--- src/rtl/circular_deque_unit_assert.svh ---
// Assertion macros shared by the deque modules.
// Each macro expects clk and arst_n in scope.
`ifndef CIRCULAR_DEQUE_UNIT_ASSERT_SVH
`define CIRCULAR_DEQUE_UNIT_ASSERT_SVH

// Same-cycle implication
`define CDQ_ASSERT_NOW(lbl, ante, cons, msg) \
	lbl: assert property (@(posedge clk) disable iff (!arst_n) (ante) |-> (cons)) \
		else $error(msg);

// Next-cycle implication
`define CDQ_ASSERT_NEXT(lbl, ante, cons, msg) \
	lbl: assert property (@(posedge clk) disable iff (!arst_n) (ante) |=> (cons)) \
		else $error(msg);

`endif

--- src/rtl/cdq_pkg.sv ---
package cdq_pkg;

	// Store geometry
	localparam int DEPTH      = 16;
	localparam int DATA_WIDTH = 32;
	localparam int IDX_W      = $clog2(DEPTH);
	localparam int CNT_W      = $clog2(DEPTH + 1);

	// Fixed port field widths
	localparam int KIND_W   = 2;
	localparam int ITEM_W   = 32;
	localparam int STATUS_W = 2;
	localparam int COUNT_W  = 5;

	// Request kinds
	localparam logic [KIND_W-1:0] KIND_PUSH_FRONT = 2'd0;
	localparam logic [KIND_W-1:0] KIND_PUSH_BACK  = 2'd1;
	localparam logic [KIND_W-1:0] KIND_POP_FRONT  = 2'd2;
	localparam logic [KIND_W-1:0] KIND_POP_BACK   = 2'd3;

	// Result status codes
	localparam logic [STATUS_W-1:0] STAT_DONE  = 2'd0;
	localparam logic [STATUS_W-1:0] STAT_FULL  = 2'd1;
	localparam logic [STATUS_W-1:0] STAT_EMPTY = 2'd2;

	typedef logic [IDX_W-1:0] idx_t;
	typedef logic [CNT_W-1:0] cnt_t;

	// Controller to datapath
	typedef struct packed {
		logic accept;    // request taken this cycle
		logic load_pop;  // capture RAM read data into the result
	} cdq_cmd_t;

	// Datapath to controller
	typedef struct packed {
		logic pop_ok;    // pending request is a pop that will succeed
	} cdq_stat_t;

	// Circular index step forward
	function automatic idx_t idx_next(idx_t i);
		return (i == idx_t'(DEPTH - 1)) ? '0 : idx_t'(i + 1'b1);
	endfunction

	// Circular index step backward
	function automatic idx_t idx_prev(idx_t i);
		return (i == '0) ? idx_t'(DEPTH - 1) : idx_t'(i - 1'b1);
	endfunction

endpackage

--- src/rtl/circular_deque_unit.sv ---
// Double-ended queue of fixed capacity in a circular store.
// Input channel s_*: one request per accepted item; s_tuser carries the kind
// (push front, push back, pop front, pop back), s_tdata the value to push.
// Output channel m_*: exactly one result per request, in request order:
// popped value, status (done, push rejected full, pop rejected empty),
// entries held afterwards and an empty flag.
// Result timing: a push or a rejected request gives its result in the cycle
// after acceptance; a successful pop passes through the registered read port
// of the entry RAM first, then the result register.
// Throughput: pushes and rejected requests go one per cycle while results
// are taken; a successful pop holds off the next request until its read is done.
// A single output register holds the result; the next request is taken in
// the same cycle that result is consumed. While m_tready is low and a
// result waits, s_tready stays low and nothing is lost.
// Reset (arst_n low) empties the deque: front index 0, back index at the
// last entry, count zero. The RAM contents are not cleared; entries are
// only read after they are written.
module circular_deque_unit import cdq_pkg::*; (
	input  logic        clk,
	input  logic        arst_n,
	input  logic        s_tvalid,
	output logic        s_tready,
	input  logic [31:0] s_tdata,   // [31:0] item_value
	input  logic [1:0]  s_tuser,   // [1:0] kind
	output logic        m_tvalid,
	input  logic        m_tready,
	output logic [39:0] m_tdata,   // [31:0] popped_value, [36:32] item_count, [37] is_empty
	output logic [1:0]  m_tuser    // [1:0] status
);

	cdq_cmd_t  cmd;
	cdq_stat_t stat;

	logic [ITEM_W-1:0]  popped_value;
	logic [COUNT_W-1:0] item_count;
	logic               is_empty;

	cdq_ctrl u_ctrl (
		.clk      (clk),
		.arst_n   (arst_n),
		.s_tvalid (s_tvalid),
		.s_tready (s_tready),
		.m_tvalid (m_tvalid),
		.m_tready (m_tready),
		.stat     (stat),
		.cmd      (cmd)
	);

	cdq_dpath u_dpath (
		.clk          (clk),
		.arst_n       (arst_n),
		.cmd          (cmd),
		.stat         (stat),
		.kind         (s_tuser),
		.item_value   (s_tdata),
		.popped_value (popped_value),
		.status       (m_tuser),
		.item_count   (item_count),
		.is_empty     (is_empty)
	);

	// Result packing, padded to whole bytes
	assign m_tdata = {2'b00, is_empty, item_count, popped_value};

endmodule

--- src/rtl/cdq_ram.sv ---
module cdq_ram #(
	parameter int WIDTH = 32,
	parameter int DEPTH = 16
) (
	input  logic                     clk,
	input  logic                     we,
	input  logic [$clog2(DEPTH)-1:0] waddr,
	input  logic [WIDTH-1:0]         wdata,
	input  logic                     re,
	input  logic [$clog2(DEPTH)-1:0] raddr,
	output logic [WIDTH-1:0]         rdata
);

	logic [WIDTH-1:0] mem_q [DEPTH];
	logic [WIDTH-1:0] rdata_q;

	// One write port, one registered read port
	always_ff @(posedge clk) begin
		if (we) begin
			mem_q[waddr] <= wdata;
		end
		if (re) begin
			rdata_q <= mem_q[raddr];
		end
	end

	assign rdata = rdata_q;

endmodule

--- src/rtl/cdq_ctrl.sv ---
module cdq_ctrl import cdq_pkg::*; (
	input  logic      clk,
	input  logic      arst_n,
	input  logic      s_tvalid,
	output logic      s_tready,
	output logic      m_tvalid,
	input  logic      m_tready,
	input  cdq_stat_t stat,
	output cdq_cmd_t  cmd
);

	`include "circular_deque_unit_assert.svh"

	localparam logic ST_IDLE = 1'b0;
	localparam logic ST_READ = 1'b1;

	logic state_q;
	logic out_valid_q;
	logic accept;

	// Take a request when idle and the result slot is free or draining
	assign s_tready = (state_q == ST_IDLE) && (!out_valid_q || m_tready);
	assign accept   = s_tvalid && s_tready;
	assign m_tvalid = out_valid_q;

	assign cmd.accept   = accept;
	assign cmd.load_pop = (state_q == ST_READ);

	// Sequencer: a successful pop waits in ST_READ for the RAM read
	always_ff @(posedge clk or negedge arst_n) begin
		if (!arst_n) begin
			state_q <= ST_IDLE;
		end else begin
			unique case (state_q)
				ST_IDLE: begin
					if (accept && stat.pop_ok) begin
						state_q <= ST_READ;
					end
				end
				ST_READ: begin
					state_q <= ST_IDLE;
				end
				default: begin
					state_q <= ST_IDLE;
				end
			endcase
		end
	end

	// Result valid flag
	always_ff @(posedge clk or negedge arst_n) begin
		if (!arst_n) begin
			out_valid_q <= 1'b0;
		end else begin
			priority if ((accept && !stat.pop_ok) || state_q == ST_READ) begin
				out_valid_q <= 1'b1;
			end else if (m_tready) begin
				out_valid_q <= 1'b0;
			end
		end
	end

	`CDQ_ASSERT_NOW(a_read_blocks_input, state_q == ST_READ, !s_tready && !out_valid_q,
		"request taken or result pending during pop read")
	`CDQ_ASSERT_NEXT(a_read_gives_result, state_q == ST_READ,
		state_q == ST_IDLE && out_valid_q, "pop read did not produce a result")

endmodule

--- src/rtl/cdq_dpath.sv ---
module cdq_dpath import cdq_pkg::*; (
	input  logic                clk,
	input  logic                arst_n,
	input  cdq_cmd_t            cmd,
	output cdq_stat_t           stat,
	input  logic [KIND_W-1:0]   kind,
	input  logic [ITEM_W-1:0]   item_value,
	output logic [ITEM_W-1:0]   popped_value,
	output logic [STATUS_W-1:0] status,
	output logic [COUNT_W-1:0]  item_count,
	output logic                is_empty
);

	`include "circular_deque_unit_assert.svh"

	idx_t front_q, back_q;
	cnt_t count_q, count_nxt;

	logic [ITEM_W-1:0]   value_q;
	logic [STATUS_W-1:0] status_q;
	logic [COUNT_W-1:0]  item_count_q;
	logic                is_empty_q;

	logic is_push, is_front, full, empty, push_ok, pop_ok;
	idx_t waddr, raddr;
	logic [DATA_WIDTH-1:0] rdata;

	// Request decode
	assign is_push  = (kind == KIND_PUSH_FRONT) || (kind == KIND_PUSH_BACK);
	assign is_front = (kind == KIND_PUSH_FRONT) || (kind == KIND_POP_FRONT);
	assign full     = (count_q == cnt_t'(DEPTH));
	assign empty    = (count_q == '0);
	assign push_ok  = is_push && !full;
	assign pop_ok   = !is_push && !empty;

	assign stat.pop_ok = pop_ok;

	// Entry addresses
	assign waddr = is_front ? idx_prev(front_q) : idx_next(back_q);
	assign raddr = is_front ? front_q : back_q;

	// Count after this request
	always_comb begin
		count_nxt = count_q;
		if (push_ok) begin
			count_nxt = cnt_t'(count_q + 1'b1);
		end else if (pop_ok) begin
			count_nxt = cnt_t'(count_q - 1'b1);
		end
	end

	cdq_ram #(
		.WIDTH (DATA_WIDTH),
		.DEPTH (DEPTH)
	) u_store (
		.clk   (clk),
		.we    (cmd.accept && push_ok),
		.waddr (waddr),
		.wdata (DATA_WIDTH'(item_value)),
		.re    (cmd.accept && pop_ok),
		.raddr (raddr),
		.rdata (rdata)
	);

	// Indices and fill count
	always_ff @(posedge clk or negedge arst_n) begin
		if (!arst_n) begin
			front_q <= '0;
			back_q  <= idx_t'(DEPTH - 1);
			count_q <= '0;
		end else if (cmd.accept) begin
			count_q <= count_nxt;
			if (push_ok && is_front) begin
				front_q <= idx_prev(front_q);
			end else if (push_ok) begin
				back_q <= idx_next(back_q);
			end else if (pop_ok && is_front) begin
				front_q <= idx_next(front_q);
			end else if (pop_ok) begin
				back_q <= idx_prev(back_q);
			end
		end
	end

	// Result register; popped value lands in the following cycle, from the RAM read port
	always_ff @(posedge clk) begin
		if (cmd.accept) begin
			value_q      <= '0;
			item_count_q <= COUNT_W'(count_nxt);
			is_empty_q   <= (count_nxt == '0);
			priority if (is_push && full) begin
				status_q <= STAT_FULL;
			end else if (!is_push && empty) begin
				status_q <= STAT_EMPTY;
			end else begin
				status_q <= STAT_DONE;
			end
		end else if (cmd.load_pop) begin
			value_q <= ITEM_W'(rdata);
		end
	end

	assign popped_value = value_q;
	assign status       = status_q;
	assign item_count   = item_count_q;
	assign is_empty     = is_empty_q;

	`CDQ_ASSERT_NOW(a_count_bound, 1'b1, count_q <= cnt_t'(DEPTH),
		"fill count above capacity")
	`CDQ_ASSERT_NEXT(a_full_push_holds, cmd.accept && is_push && full,
		$stable(count_q) && $stable(front_q) && $stable(back_q),
		"rejected push changed state")

endmodule
--- config.mk ---
export PLATFORM = sky130hd
export DESIGN_NAME = circular_deque_unit
export DESIGN_NICKNAME = d
export VERILOG_FILES = /design/src/rtl/cdq_pkg.sv /design/src/rtl/circular_deque_unit.sv /design/src/rtl/cdq_ram.sv /design/src/rtl/cdq_ctrl.sv /design/src/rtl/cdq_dpath.sv
export VERILOG_INCLUDE_DIRS = /design/src /design/src/rtl
export SDC_FILE = /design/constraint.sdc
export NUM_CORES = 1
export LEC_CHECK = 0
export ABC_AREA = 1
export BUFFER_PORTS_ARGS = -buffer_cell sky130_fd_sc_hd__buf_4
export CAP_MARGIN = 20
export CORE_MARGIN = 2
export CORE_UTILIZATION = 50
export CTS_CLUSTER_SIZE = 25
export DETAILED_ROUTE_END_ITERATION = 7
export GPL_ROUTABILITY_DRIVEN = 1
export GPL_TIMING_DRIVEN = 0
export PLACE_DENSITY = 0.69
export SETUP_SLACK_MARGIN = 0.2
export SYNTH_ARGS = -nofsm -noshare
export SYNTH_HDL_FRONTEND = slang
export SYNTH_HIERARCHICAL = 1
export SYNTH_SLANG_ARGS = --single-unit
export TNS_END_PERCENT = 10
--- constraint.sdc ---
create_clock -name clk -period 3.1 [get_ports clk]
set_input_delay 0.155 -clock clk [delete_from_list [all_inputs] [get_ports clk]]
set_output_delay 0.155 -clock clk [all_outputs]
set_load 0.01 [all_outputs]
==> key figures, run 1 <==
Outcome
  • Status: complete, no violations

Floorplanning
  • Die height: 231 um
  • Die width: between 200 and 250 um
  • Io pins: 82
  • Initial cell density of the core: between 50 and 60%
  • Core Area: 0.0512 mm2
  • FP Rows: between 80 and 90
  • Die area: 0.0534 mm2

Timing
  • Slew HR: around a third
  • Tmin final: 2.86 ns
  • Worst Skew: 0.0126 ns
  • Fin. Hold Viols: 0
  • RSZ-0062 raised after global routing: yes
  • Final setup violation count: 0
  • Worst slew pin tran: between 0.9 and 1 ns
  • Slew Viols, Final: 0
  • Highest clock rate: around 350 MHz
  • Fin crit share: approximately 90%

Routing
  • WL per Instance: 20.8 um
  • Overall routed net length: 71300 um
  • Detailed Routing Iterations Pass 1: 7
  • Vias: approximately 19000
  • Vias per Instance: around 5.4
  • Initial DRC count: about 2000
  • Final ANT Viol Nets: 0
  • DRC violations left: 0

Worst setup path
  • CP Data Required Time: roughly 3.4 ns
  • Worst path slowest cell: buf_1
  • CP most frequent cell: nand3_1
  • CP Launch Point: u_dpath/front_q[2]
  • Startpoint types: flop
  • CP peak stage delay: about 0.66 ns
  • FF-to-FF Start: u_dpath/front_q[2]
  • Crit path DAT: 3.20 ns
  • Buffers and inverters on the worst path: 3
  • Crit-path cells: inv_1 > o21ai_0 > buf_2 > buf_1 > nand3_1 > nand3_1 > nand2_1
  • Crit end category: flop
  • Top delay family on crit path: buffers and inverters
  • WS Path Type: flop to flop
  • CP max FO: 10

Placed design
  • IO buf count: 79
  • HPWL Detailed: approximately 45000 um
  • Dpl cell area: about 0.028 mm2
  • Final GP Congestion: 0.851

Layout
  • Most frequent cells in the layout: nand2_1, edfxtp_1, inv_1
  • Final net count: between 2000 and 3000
  • Fill count: slightly above 4000
  • Post-layout util: about three fifths
  • FF/Latch Area: 0.0176 mm2
  • Multi-input logic area: 0.00596 mm2
  • Post-route cell area: about 0.030 mm2
  • Area Growth Syn to Fin: 17.7%
  • Most common cell after layout, fill and taps aside: nand2_1
  • Layout cells sized above 1: ~13%

Power
  • Internal Power: 16.3 mW
  • Logic pwr share: about a third
  • Worst VDD drop: 0.517 mV
  • Sw frac: a little over a third
  • Sequential Power Share: between 30% and 40%
  • Clk pwr share: between 20 and 30%
  • PwrDens: 848 mW/mm2
  • Pleak: ~13 nW
  • P_sw: 9.42 mW

Yosys
  • Synth Instances: about 2500
  • Post-Syn Area: about 0.026 mm2
  • Top cell type by total area after synthesis: edfxtp_1
  • Largest cells by area after synthesis: edfxtp_1, nand2_1, nand3_1
  • Seq/Total Area, Yosys: roughly 68%
  • Yosys reg bits: approximately 600
  • Predominant post-synthesis flop cell: edfxtp_1
  • Avg Inst Size Synth: around 10 um2
  • Yosys warning total: 6
  • Top-area cell type share of the netlist area: around 64%
  • EDFF count, synth: roughly 550
  • Synth unique cells: 36
  • Async set-reset flop share out of synthesis: under 10%

Global route
  • First-pass GRT wire length: 106000 um
  • Gr usage total: 26.8%
  • Initial antenna violation count: 3
  • GR Overflow Total: 0
  • Via count of the first global-routing pass: 17600
  • Largest net degree at the start of global routing: 27

Clock tree
  • Clock latency on the worst-skew pair: approximately 0.63 ns
  • Num CTS Buffers: 60
  • CTS tree: yes
  • CTS root buf: clkbuf_16
  • Clock Path Buffers: 3
  • CTS Sinks: 599
  • Reg clk slew, reported paths: approximately 0.06 ns
  • CTS H-tree depth: 2

Flow run
  • MaxCap Viol Count: 0

Hold path
  • Worst min-delay path class: input port to asynchronous set/reset pin
[timing repair]
| action | 4_1_cts | 5_1_grt |
|---|---|---|
| resized for setup | 2 | 3 |
| pin swaps | 17 | 0 |
| setup endpoints to repair | 512 | 532 |
| hold buffers | 39 | 0 |
| buffers inserted | 19 | 0 |
| endpoints found under the hold margin | 539 | 0 |
[final timing paths]
path | end | slack [ns] | cells past startpoint
max in group asynchronous | u_dpath/front_q[3] | 2.02 | 3
worst min-delay path | u_dpath/back_q[3] | 0.04 | 2
worst max register to register | u_dpath/u_store/rdata[23] | 0.24 | 7
worst max-delay path | u_dpath/u_store/rdata[23] | 0.24 | 7
min in group clk | u_ctrl/state_q | 0.35 | 4
worst min register to register | u_dpath/popped_value[20] | 0.48 | 2
[cell type report]
class / instances / area share, %
antenna: 2 / 0.0165
buffer: 122 / 2.62
inverter: 424 / 5.27
clock buffer: 78 / 5.37
multi-input combinational: 1328 / 19.6
sequential: 599 / 58.0
clock inverter: 33 / 0.923
tap: 680 / 2.80
timing repair buffer: 156 / 5.44
[stage by stage]
stage          power [mW]  setup TNS [ns]  hold WS (ns)  cells  worst slack [ns]
3_5_place_dp         18.5         -104.45        0.0329   3251            -0.427
3_3_place_gp         18.1        -1175.00        0.0303   3232             -2.40
5_1_grt              26.8               0        0.0450   3421             0.120
2_1_floorplan        15.1         -146.74        -0.141   2473            -0.304
6_report             25.8               0        0.0373   3422             0.236
4_1_cts              25.6               0        0.0226   3420             0.211
[kinds of logic after synthesis]
family | Yosys count | share of synthesized area [%]
DFF | 599 | 68.2
and+or+nand+nor | 1246 | 20.6
buffers and inverters | 546 | 9.28
adders and majority gates | 8 | 0.388
xor gates and xnor gates | 6 | 0.204
AOI/OAI and AO/OA | 66 | 1.28
other | 1 | 0.0145
[layer usage]
| metal | vias up | part of all wire, % | global-route usage [%] |
|---|---|---|---|
| li1 | 8455 | - | - |
| met1 | 8816 | 38 | 35.4 |
| met3 | 210 | 11 | 4.91 |
| met2 | 1035 | 46 | 43.4 |
| met4 | 0 | 4.6 | 12.0 |
| met5 | - | 0 | 0 |
[sequential cells by signal (all words and copies together), names as in the netlist, 2 cells and up]
name / cells
u_dpath/back_q: 4
u_dpath/u_store/rdata: 32
u_dpath/u_store/mem_q: 512
u_dpath/popped_value: 32
u_dpath/count_q: 5
u_dpath/item_count: 5
u_dpath/status: 2
u_dpath/front_q: 4
[cells in the mapped netlist (8+ instances only)]
library cell  number
nand2_1          733
dfrtp_1           11
nand3_1          402
nor2_1            87
o21ai_1           11
clkbuf_1          23
buf_2             43
inv_1            415
buf_6             30
buf_1             14
o21ai_0           51
edfxtp_1         552
dfxtp_1           32
ha_1               8
buf_4             11
[power by group through the flow]
stage / registers (mW) / clock network (mW) / logic [mW]
6_report: 9.92 / 7.06 / 8.78
5_1_grt: 9.99 / 7.45 / 9.42
4_1_cts: 9.93 / 7.12 / 8.58
3_5_place_dp: 10.1 / 0 / 8.42
3_3_place_gp: 10.1 / 0 / 8.03
2_1_floorplan: 10.1 / 0 / 5.01
No activity file was read; power rests on OpenSTA's default activity.
==> inputs of run 2 (changes only) <==
--- a/config.mk
+++ b/config.mk
@@ -6,7 +6,7 @@
 export SDC_FILE = /design/constraint.sdc
 export NUM_CORES = 1
 export LEC_CHECK = 0
-export ABC_AREA = 1
+export ABC_AREA = 0
 export BUFFER_PORTS_ARGS = -buffer_cell sky130_fd_sc_hd__buf_4
 export CAP_MARGIN = 20
 export CORE_MARGIN = 2
==> constraint.sdc (replaced) <==
create_clock -name clk -period 2.4 [get_ports clk]
set_input_delay 0.12 -clock clk [delete_from_list [all_inputs] [get_ports clk]]
set_output_delay 0.12 -clock clk [all_outputs]
set_load 0.01 [all_outputs]
==> key figures, run 2 <==
Timing
  • Final WS setup: -0.249 ns
  • Slew HR: about 49%
  • Highest clock rate: 378 MHz
  • Fin. Hold Viols: 0
  • Fin crit share: 110%
  • Tmin final: approximately 2.6 ns
  • Slew Viols, Final: 0
  • Worst slew pin tran: ~0.77 ns
  • Worst Skew: around 0.017 ns
  • Setup_tns: -71.72 ns
  • Min Hold Slack: between 0.04 and 0.05 ns
  • RSZ-0062 raised after global routing: yes
  • Final setup violation count: 500

Placed design
  • Dpl cell area: around 0.025 mm2
  • HPWL Detailed: 30200 um
  • Final GP Congestion: 0.742
  • IO buf count: 78
  • Place WS: -0.983 ns
  • Placed cell count: approximately 1800

Yosys
  • Yosys warning total: 6
  • Predominant post-synthesis flop cell: edfxtp_1
  • Top-area cell type share of the netlist area: slightly above 70%
  • Post-Syn Area: between 0.02 and 0.025 mm2
  • Largest cells by area after synthesis: edfxtp_1, mux4_2, dfxtp_1
  • Async set-reset flop share out of synthesis: under 10%
  • Top cells by count, synth: edfxtp_1, mux4_2, a22oi_1
  • Top-count cell post-synth: edfxtp_1
  • Avg Inst Size Synth: between 20 and 25 um2
  • Synth Instances: roughly 1100
  • Top cell type by total area after synthesis: edfxtp_1
  • Seq/Total Area, Yosys: 76.4%
  • EDFF count, synth: between 500 and 600
  • Yosys reg bits: 599
  • Synth unique cells: 65

Worst setup path
  • R2r worst-path depth: 8
  • CP peak stage delay: approximately 0.60 ns
  • CP Data Required Time: 2.75 ns
  • Crit path DAT: roughly 3.0 ns
  • WS Path Type: flop to flop
  • Worst path slowest cell: dfstp_2
  • Startpoint types: flop
  • Crit end category: flop
  • Crit-path cells: buf_4 > nand2_1 > o21ai_1 > clkbuf_4 > buf_4 > mux4_2 > a22oi_1 > nand2_1
  • CP max FO: 10

Global route
  • Via count of the first global-routing pass: roughly 12000
  • Gr usage total: approximately 22%
  • Initial antenna violation count: 2
  • Largest net degree at the start of global routing: 23
  • First-pass GRT wire length: between 70000 and 80000 um
  • GR Overflow Total: 0

Routing
  • Final ANT Viol Nets: 0
  • Overall routed net length: ~54000 um
  • Wl on met1: ~22000 um
  • DRC violations left: 0
  • Metal2 WL: around 27000 um
  • Vias: roughly 12000
  • Initial DRC count: ~1200
  • Vias per Instance: between 6 and 7
  • Met3 wire len: around 3900 um
  • WL per Instance: roughly 27 um
  • Detailed Routing Iterations Pass 1: 7
  • Max Used Layer: met5

Layout
  • Most frequent cells in the layout: edfxtp_1, mux4_2, buf_4
  • Post-route cell area: 0.0285 mm2
  • Biggest register: u_dpath/u_store/mem_q
  • Max reg flops: around 510
  • Layout cells sized above 1: about a third
  • Area Growth Syn to Fin: 23.8%
  • Post-layout util: a little over three fifths
  • Final Instance Count excl. Fillers: 2022
  • Antenna Cells: 0
  • Final net count: ~1400
  • Most common cell after layout, fill and taps aside: edfxtp_1

Power
  • P_sw: around 9 mW
  • Sequential Power Share: a little over two fifths
  • PwrDens: between 1000 and 1500 mW/mm2
  • Worst VDD drop: approximately 0.64 mV
  • Pleak: 9.54 nW
  • Sw frac: around 30%
  • Internal Power: 21.3 mW
  • Logic pwr share: approximately 28%
  • Clk pwr share: between 20 and 30%
  • Total power: 30.1 mW

Floorplanning
  • Initial cell density of the core: a little over 50%
  • Die area: 0.0478 mm2
  • Die height: around 220 um
  • FP Rows: just under 80
  • Core Area: 0.0454 mm2
  • Die width: about 220 um
  • Io pins: 82

Clock tree
  • CTS H-tree depth: 2
  • CTS Sinks: about 600
  • Clock Path Buffers: 3
  • CTS root buf: clkbuf_16
  • Reg clk slew, reported paths: approximately 0.060 ns
  • Num CTS Buffers: 59
  • CTS tree: yes
  • Clock latency on the worst-skew pair: around 0.63 ns

Hold path
  • Worst min-delay path class: input port to flop
  • Hold depth: 4

Outcome
  • Failing checks: setup timing
  • Status: complete, but fails checks

Flow run
  • MaxCap Viol Count: 0
## run 2: changes by cell type in the layout (fill, tap and decap cells not counted), sizes merged, moves of 19 or more
cell   previous run  this run
nand2           740        42
inv             426        12
nand3           406         3
mux4              0       128
a22oi             0        64
o21ai            62        12
nor2             92        54
mux2i             0        35
buf             215       196
## run 2: kinds of logic (layout without fill, tap and decap cells)
group / after synthesis / count (layout) / share of synthesized area [%]
AOI/OAI and AO/OA: 110 / 110 / 3.59
xor gates and xnor gates: 6 / 6 / 0.294
adders and majority gates: 8 / 8 / 0.435
buffers and inverters: 75 / 383 / 1.71
DFF: 599 / 599 / 76.4
muxes: 169 / 169 / 14.3
other: 1 / 2 / 0.0163
and+or+nand+nor: 145 / 145 / 3.17
## run 2: metal layers
metal | vias up | GRT usage, %
li1 | 5091 | -
met1 | 6398 | 30.3
met2 | 556 | 36.0
met3 | 120 | 3.91
met4 | 4 | 7.80
met5 | - | 0
## run 2: worst paths after layout
path                                          startpoint                         to  slack, ns
worst max-delay path                   u_dpath/back_q[1]  u_dpath/u_store/rdata[27]      -0.25
worst min-delay path                          s_tuser[1]          u_dpath/back_q[2]       0.04
worst max register to register         u_dpath/back_q[1]  u_dpath/u_store/rdata[27]      -0.25
worst min register to register  u_dpath/u_store/rdata[9]    u_dpath/popped_value[9]       0.48
max in group asynchronous                         arst_n         u_dpath/front_q[0]       0.81
min in group asynchronous                         arst_n          u_dpath/back_q[2]       0.54
## run 2: area by class of cell
type | count | area, um2
sequential | 599 | 17600
fill | 3002 | 16900
multi-input combinational | 440 | 5330
timing repair buffer | 202 | 2410
clock buffer | 80 | 1650
tap | 600 | 751
buffer | 64 | 504
clock inverter | 26 | 223
inverter | 11 | 41.3
## run 2: worst max-delay path, delay by kind of cell (launching register included)
kind / cells / cell delay (ns)
AOI/OAI and AO/OA: 2 / 0.49
buffers and inverters: 3 / 0.78
and+or+nand+nor: 2 / 0.16
muxes: 1 / 0.33
DFF: 1 / 0.60
## run 2: power by group through the flow
| stage | combinational [mW] | clock [mW] | sequential [mW] |
|---|---|---|---|
| after global placement | 7.09 | 0 | 12.9 |
| final | 8.47 | 8.94 | 12.7 |
| after global routing | 8.99 | 9.49 | 12.8 |
| after detailed placement | 7.34 | 0 | 12.9 |
| after floorplan | 4.90 | 0 | 12.9 |
| after CTS | 8.19 | 9.05 | 12.7 |
## run 2: what timing repair did
action,4_1_cts,5_1_grt
buffers inserted,45,9
resized for setup,108,15
pin swaps,22,10
hold buffers,39,0
hold endpoints to repair,533,0
gates cloned,3,7
endpoints found under the setup margin,586,562
